`config.mk`:
```
export PLATFORM = sky130hd
export DESIGN_NAME = tqle_front
export DESIGN_NICKNAME = d
export VERILOG_FILES = /design/src/rtl/tqle_pkg.sv /design/src/rtl/tqle_front.sv
export SDC_FILE = /design/constraint.sdc
export NUM_CORES = 1
export LEC_CHECK = 0
export ABC_AREA = 1
export BUFFER_PORTS_ARGS = -buffer_cell sky130_fd_sc_hd__buf_4
export CAP_MARGIN = 20
export CORE_AREA = 2 2 98 100
export DETAILED_ROUTE_END_ITERATION = 8
export DIE_AREA = 0 0 100 102
export GPL_TIMING_DRIVEN = 0
export PLACE_DENSITY_LB_ADDON = 0.08
export SLEW_MARGIN = 10
export SYNTH_ARGS = -nofsm -noshare
export SYNTH_HDL_FRONTEND = slang
export SYNTH_SLANG_ARGS = --single-unit
```
`constraint.sdc`:
```
create_clock -name clk -period 7.2 [get_ports clk]
set_input_delay 0.72 -clock clk [delete_from_list [all_inputs] [get_ports clk]]
set_output_delay 0.72 -clock clk [all_outputs]
set_load 0.01 [all_outputs]
```
`src/rtl/tqle_pkg.sv`:
```
package tqle_pkg;

	// Table geometry. Both counts are powers of two, so out-of-range
	// indices wrap by keeping their low bits.
	localparam int NUM_ACTIONS = 16;
	localparam int STATE_COUNT = 256;
	localparam int AC_W        = $clog2(NUM_ACTIONS);
	localparam int ST_W        = $clog2(STATE_COUNT);
	localparam int ADDR_W      = ST_W + AC_W;
	localparam int TABLE_DEPTH = STATE_COUNT * NUM_ACTIONS;
	localparam int Q_W         = 32;

	// Depth of the command queue between front and back.
	localparam int CMDQ_DEPTH  = 2;
	localparam int CMDQ_PTR_W  = $clog2(CMDQ_DEPTH);

	// Configuration register indices and reset values.
	localparam logic [1:0] CFG_LEARN_RATE = 2'd0;
	localparam logic [1:0] CFG_DISCOUNT   = 2'd1;
	localparam logic [1:0] CFG_EXPLORE    = 2'd2;
	localparam logic [15:0] LEARN_RATE_RESET = 16'd9830;
	localparam logic [15:0] DISCOUNT_RESET   = 16'd58982;
	localparam logic [15:0] EXPLORE_RESET    = 16'd6554;

	typedef struct packed {
		logic              mode;
		logic [7:0]        cur_state;
		logic [3:0]        upd_action;
		logic signed [31:0] reward;
		logic [7:0]        succ_state;
		logic [15:0]       explore_draw;
		logic [3:0]        random_action;
	} item_t;

	typedef struct packed {
		logic [3:0]         action;
		logic               explored;
		logic signed [31:0] q_value;
	} result_t;

	typedef enum logic [1:0] {
		KIND_EXPLOIT,
		KIND_EXPLORE,
		KIND_UPDATE
	} kind_t;

	// Classified command handed from the front to the back.
	typedef struct packed {
		kind_t              kind;
		logic [ST_W-1:0]    row;
		logic [AC_W-1:0]    col;
		logic [ST_W-1:0]    next_row;
		logic signed [31:0] reward;
	} cmd_t;

	typedef enum logic [3:0] {
		B_CLEAR,
		B_IDLE,
		B_SCAN,
		B_PICK,
		B_QREAD,
		B_QWAIT,
		B_MUL1,
		B_DIFF,
		B_MUL2,
		B_WRITE,
		B_DONE
	} bstate_t;

endpackage

```
`src/rtl/tqle_front.sv`:
```
module tqle_front (
	input  logic                clk,
	input  logic                arst_n,
	input  logic                push,
	output logic                full,
	input  tqle_pkg::item_t     item,
	input  logic [15:0]         explore_threshold,
	input  logic                clearing,
	output logic                cmd_valid,
	output tqle_pkg::cmd_t      cmd,
	input  logic                cmd_pop
);

	tqle_pkg::cmd_t                       cmd_new;
	tqle_pkg::cmd_t                       cmdq_q [tqle_pkg::CMDQ_DEPTH];
	logic [tqle_pkg::CMDQ_PTR_W-1:0]      wr_ptr_q;
	logic [tqle_pkg::CMDQ_PTR_W-1:0]      rd_ptr_q;
	logic [tqle_pkg::CMDQ_PTR_W:0]        count_q;
	logic                                 accept;

	// Classify the incoming transaction and wrap its indices into the table.
	always_comb begin
		cmd_new.row      = tqle_pkg::ST_W'(item.cur_state);
		cmd_new.next_row = tqle_pkg::ST_W'(item.succ_state);
		cmd_new.reward   = item.reward;
		if (item.mode) begin
			cmd_new.kind = tqle_pkg::KIND_UPDATE;
			cmd_new.col  = tqle_pkg::AC_W'(item.upd_action);
		end else if (item.explore_draw < explore_threshold) begin
			cmd_new.kind = tqle_pkg::KIND_EXPLORE;
			cmd_new.col  = tqle_pkg::AC_W'(item.random_action);
		end else begin
			cmd_new.kind = tqle_pkg::KIND_EXPLOIT;
			cmd_new.col  = tqle_pkg::AC_W'(item.random_action);
		end
	end

	assign full      = clearing ||
		(count_q == (tqle_pkg::CMDQ_PTR_W + 1)'(tqle_pkg::CMDQ_DEPTH));
	assign accept    = push && !full;
	assign cmd_valid = (count_q != '0);
	assign cmd       = cmdq_q[rd_ptr_q];

	// Command queue storage.
	always_ff @(posedge clk) begin
		if (accept) begin
			cmdq_q[wr_ptr_q] <= cmd_new;
		end
	end

	// Queue pointers and fill count.
	always_ff @(posedge clk or negedge arst_n) begin
		if (!arst_n) begin
			wr_ptr_q <= '0;
			rd_ptr_q <= '0;
			count_q  <= '0;
		end else begin
			if (accept) begin
				wr_ptr_q <= wr_ptr_q + 1'b1;
			end
			if (cmd_pop) begin
				rd_ptr_q <= rd_ptr_q + 1'b1;
			end
			if (accept && !cmd_pop) begin
				count_q <= count_q + 1'b1;
			end else if (!accept && cmd_pop) begin
				count_q <= count_q - 1'b1;
			end
		end
	end

endmodule

```
Yosys cells after proc, flatten, opt, wreduce, memory -nomap -nowiden
Memory sizes are Yosys's and may differ from the RTL's.
Index checks and enable logic that the tools add are counted.

word-level totals
  bits of input ports = 94
  memories = 1
  bits in latches = 0
  bits in writable memories = 108
  register bits = 4
  bits in read-only memories = 0
  output and inout bits = 56

memory list
  name    words  width  read ports  clocked after memory_dff  write ports  RTL line          source
  cmdq_q  2      54     1           0                         1            tqle_front.sv:15  tqle_pkg::cmd_t cmdq_q [tqle_pkg::CMDQ_DEPTH];

cells by class
  reduce and logical (&&, ||, !) cells = 9
  add/sub/neg operators = 4
  muxes and demuxes = 7
  $lt $le $gt $ge = 1
  shift-type cells = 0
  equality and inequality tests = 1
  multiply operators = 0
  bitwise gates (word level) = 0
  divide/modulo/power cells = 0

operators by type and width
  kind                 number
  $lt 16x16->1         1
  $mux 2               3
  $mux 4               1
  $reduce_bool 2->1    2
  $logic_and 1x1->1    3
  $logic_not 1->1      3
  $mux 1               3
  $add 1x1->1 const B  2
  $add 2x1->2 const B  1
  $eq 2x2->1 const B   1
  $sub 2x1->2 const B  1
  $logic_or 1x1->1     1

Longest topological paths before layout
  depth after elaboration = 8
  mapped depth = 9

Worst setup path before layout
Ideal clock, no wire load.

  path kind = input to register
  from = in clearing
  to = mem cmdq_q[0][0] (netlist name), enable pin
  setup slack = 3.536 ns
  arrival = 3.198 ns
  setup time = 0.466 ns
  stages on the path = 3
  cell sequence = inv_1 > nand3_1 > nor2_1

between the ends
  word-level cells in the longest chain between the ends = 5

ends and longest elaborated chain
  what                          RTL line          source
  start, declared               tqle_front.sv:8   input logic clearing,
  $logic_or 1x1->1              tqle_front.sv:38  assign full = clearing ||
  $logic_not 1->1               tqle_front.sv:40  assign accept = push && !full;
  $logic_and 1x1->1             tqle_front.sv:40
  $mux 1                        tqle_front.sv:46  if (accept) begin
  $mux 1 (implied by the code)  tqle_front.sv:47  cmdq_q[wr_ptr_q] <= cmd_new;
  end, declared                 tqle_front.sv:15

No other way between the ends.

==> results.py <==
metrics = {
    "status": {
        "status": "finished clean",
    },
    "timing": {
        "skew_ns": 0.0139,
        "slew_headroom_pct": 45.0,
        "worst_slew_pin_slew_ns": 0.823,
        "holdWs_ns": 0.136,
        "period_share_pct": 31.4,
        "min_period_ns": 2.26,
        "grt_setup_unrepaired": "false",
        "fin_tns_setup_ns": 0,
        "slew_violations": 0,
        "fmax_mhz": 442,
        "finalHoldViolations": 0,
        "setup_viol": 0,
    },
    "place": {
        "port_buffers": 149,
        "hpwl_um": 6100,
        "place.gp.congestion": 0.706,
    },
    "clock_tree": {
        "cts_hold_buf": 0,
        "post-cts-setup-buffer-count": 0,
        "cts-resized-gates": 0,
        "cts_tree": "yes",
        "clk_pin_slew_ns": 0.11,
        "h-tree-depth": 3,
        "clock_sinks": 112,
        "cts_buffers": 9,
        "clock_path_buffers": 2,
        "ctsRootBufferMaster": "clkbuf_8",
        "clk_latency_ns": 0.36,
    },
    "die": {
        "num_rows": 35,
        "coreArea_mm2": 0.00911,
        "io_pins": 150,
        "initial_utilization_pct": 52.8,
        "die_h_um": 102,
        "die_area_mm2": 0.0102,
        "dieWidth_um": 100,
    },
    "worst_setup_path": {
        "cpPeakStageDelay_ns": 0.36,
        "worstPathMaxFanout": 10,
        "crit_path_start_kind": "flip-flop",
        "path_delay_family": "buffers and inverters",
        "slowest_stage": "dfrtp_1",
        "critical_path_arrival_ns": 1.54,
        "cp_num_buf_inv": 3,
        "crit_required_ns": 6.48,
        "path_class": "flip-flop to output pin",
        "path_cells": "buf_6 > buf_12 > mux2_4 > buf_4",
        "crit_path_end_kind": "output pin",
    },
    "synthesis": {
        "synth_seq_area_share_pct": 69.5,
        "yosys_warnings": 0,
        "synth_seq_cells": 112,
        "synthTopCellsByArea": "edfxtp_1 (67%), mux2_4 (15%), ha_1 (4.2%)",
        "yosys.area.top_type": "edfxtp_1",
        "ys_types": 18,
        "syn_area_mm2": 0.00481,
        "syn_area_per_cell_um2": 17.5,
        "synth_cells": 275,
        "yosysTopAreaCellShare_pct": 67.4,
        "syn_nets": 385,
    },
    "flow_run": {
        "drv_cap": 0,
    },
    "grt": {
        "met3_usage_pct": 3.08,
        "antenna_found_initial": 0,
        "track_usage_pct": 16.6,
        "busiest_layer": "met2",
        "grt_use_met2_pct": 29.2,
        "grt_pass1_vias": 2746,
        "grt_pass1_wl_um": 12800,
        "overflow": 0,
        "gr-usage-met1_pct": 20.0,
        "grt_max_degree": 30,
    },
    "worst_hold_path": {
        "hp-class": "input pin to asynchronous set/reset pin",
    },
    "route": {
        "drcViolationCount": 0,
        "drt_pass1_iterations": 4,
        "num_vias": 2681,
        "avgViaCountPerCell": 4.85,
        "wire_per_inst_um": 15.2,
        "final_antenna_net_count": 0,
        "drt_wl_total_um": 8390,
        "drt_iter0_markers": 75,
    },
    "finish": {
        "nFillCells": 639,
        "final_nets": 547,
        "area_delta_synth_final_pct": 30.8,
        "antenna_cells": 0,
        "drive_above_1_share_pct": 51.1,
    },
    "pwr": {
        "power_density_mw_per_mm2": 306,
        "vdd_drop_max_mv": 0.129,
        "power.leakage_nw": 2.75,
    },
}
placed cells by master, fill, tap and decap left out, drive strengths merged:
cell / instances
mux2: 54
a21oi: 5
o21ai: 1
nor3: 1
clkbuf: 11
nor2: 8
inv: 31
xor2: 3
nand3: 2
o21bai: 1
clkinv: 2
nand2: 36
dfrtp: 4
nor4: 1
edfxtp: 108
buf: 157
ha: 16
xnor2: 1
cell usage after synthesis:
library cell,n
o21bai_1,1
buf_6,1
ha_1,16
mux2_2,5
buf_12,5
mux2_4,49
nand3_1,2
dfrtp_1,4
a21oi_1,5
nor3_1,1
o21ai_0,1
xnor2_1,1
nand2_1,36
edfxtp_1,108
inv_1,28
nor2_1,8
nor4_1,1
xor2_1,3
sequential cells by signal, summed over array words and instances (netlist names):
signal and flops:
cmdq_q 108, count_q 2, rd_ptr_q 1, wr_ptr_q 1
worst reg2reg max path: stages (launching register included):
cell and delay, ns:
dfrtp_1 0.40, inv_1 0.09, nand2_1 0.08, nand3_1 0.25, nor2_4 0.72, buf_12 0.29
area by class of cell:
cell class                      instances  area [um2]  share of cell area [%]
Buffer                                  6         111                    1.77
Clock buffer                           11         131                    2.09
Clock inverter                          5        38.8                   0.616
Inverter                               28         105                    1.67
Multi-Input combinational cell        129        1270                    20.1
Sequential cell                       112        3340                    53.1
Tap cell                              111         139                    2.21
Timing Repair Buffer                  151        1160                    18.4
report_power, final:
group          internal (W)  switching, W  leakage (nW)
registers          0.000812     0.0000247          1.03
clock network      0.000130      0.000203        0.0864
logic              0.000439      0.000319          1.63
total               0.00138      0.000547          2.75
logic make-up (layout without fill, tap and decap cells):
logic type               count (synthesis)  in the layout  share of synthesized area (%)
AO/OA/AOI/OAI                            7              7                          0.780
XOR/XNOR                                 4              4                          0.728
adder cells (fa/ha/maj)                 16             16                           4.16
buffers and inverters                   34            201                           4.50
flip-flops                             112            112                           69.5
multiplexers                            54             54                           16.5
AND/OR/NAND/NOR                         48             48                           3.88
metal layers:
layer,up-vias,wire (um)
met4,0,135
met1,1252,3470
met5,-,0
met3,10,437
met2,103,4340
li1,1316,-
per-stage QoR:
stage          total power, W  instances  utilization, %  cell area [um2]  worst slack [ns]
2_1_floorplan         0.00133        275               -             4810              3.54
3_3_place_gp          0.00161        535            66.6             6070              2.11
3_5_place_dp          0.00162        537            67.2             6120              4.67
4_1_cts               0.00195        553            69.1             6290              4.90
5_1_grt               0.00202        553            69.1             6290              4.84
6_report              0.00193        553            69.1             6290              4.94
path summary, 6_finish.rpt:
| check | from | to | slack, ns | cells after the start |
|---|---|---|---|---|
| worst max register to register | count_q[0] | cmdq_q[0][27] | 5.07 | 5 |
| max in group asynchronous | arst_n | count_q[1] | 6.95 | 1 |
| worst max-delay path | rd_ptr_q | cmd[38] | 4.94 | 4 |
| worst min-delay path | arst_n | count_q[0] | 0.14 | 1 |
| worst min register to register | count_q[0] | count_q[0] | 0.50 | 1 |
| min in group clk | count_q[0] | count_q[0] | 0.50 | 1 |
Note: power is estimated with default switching activity, not from simulation.
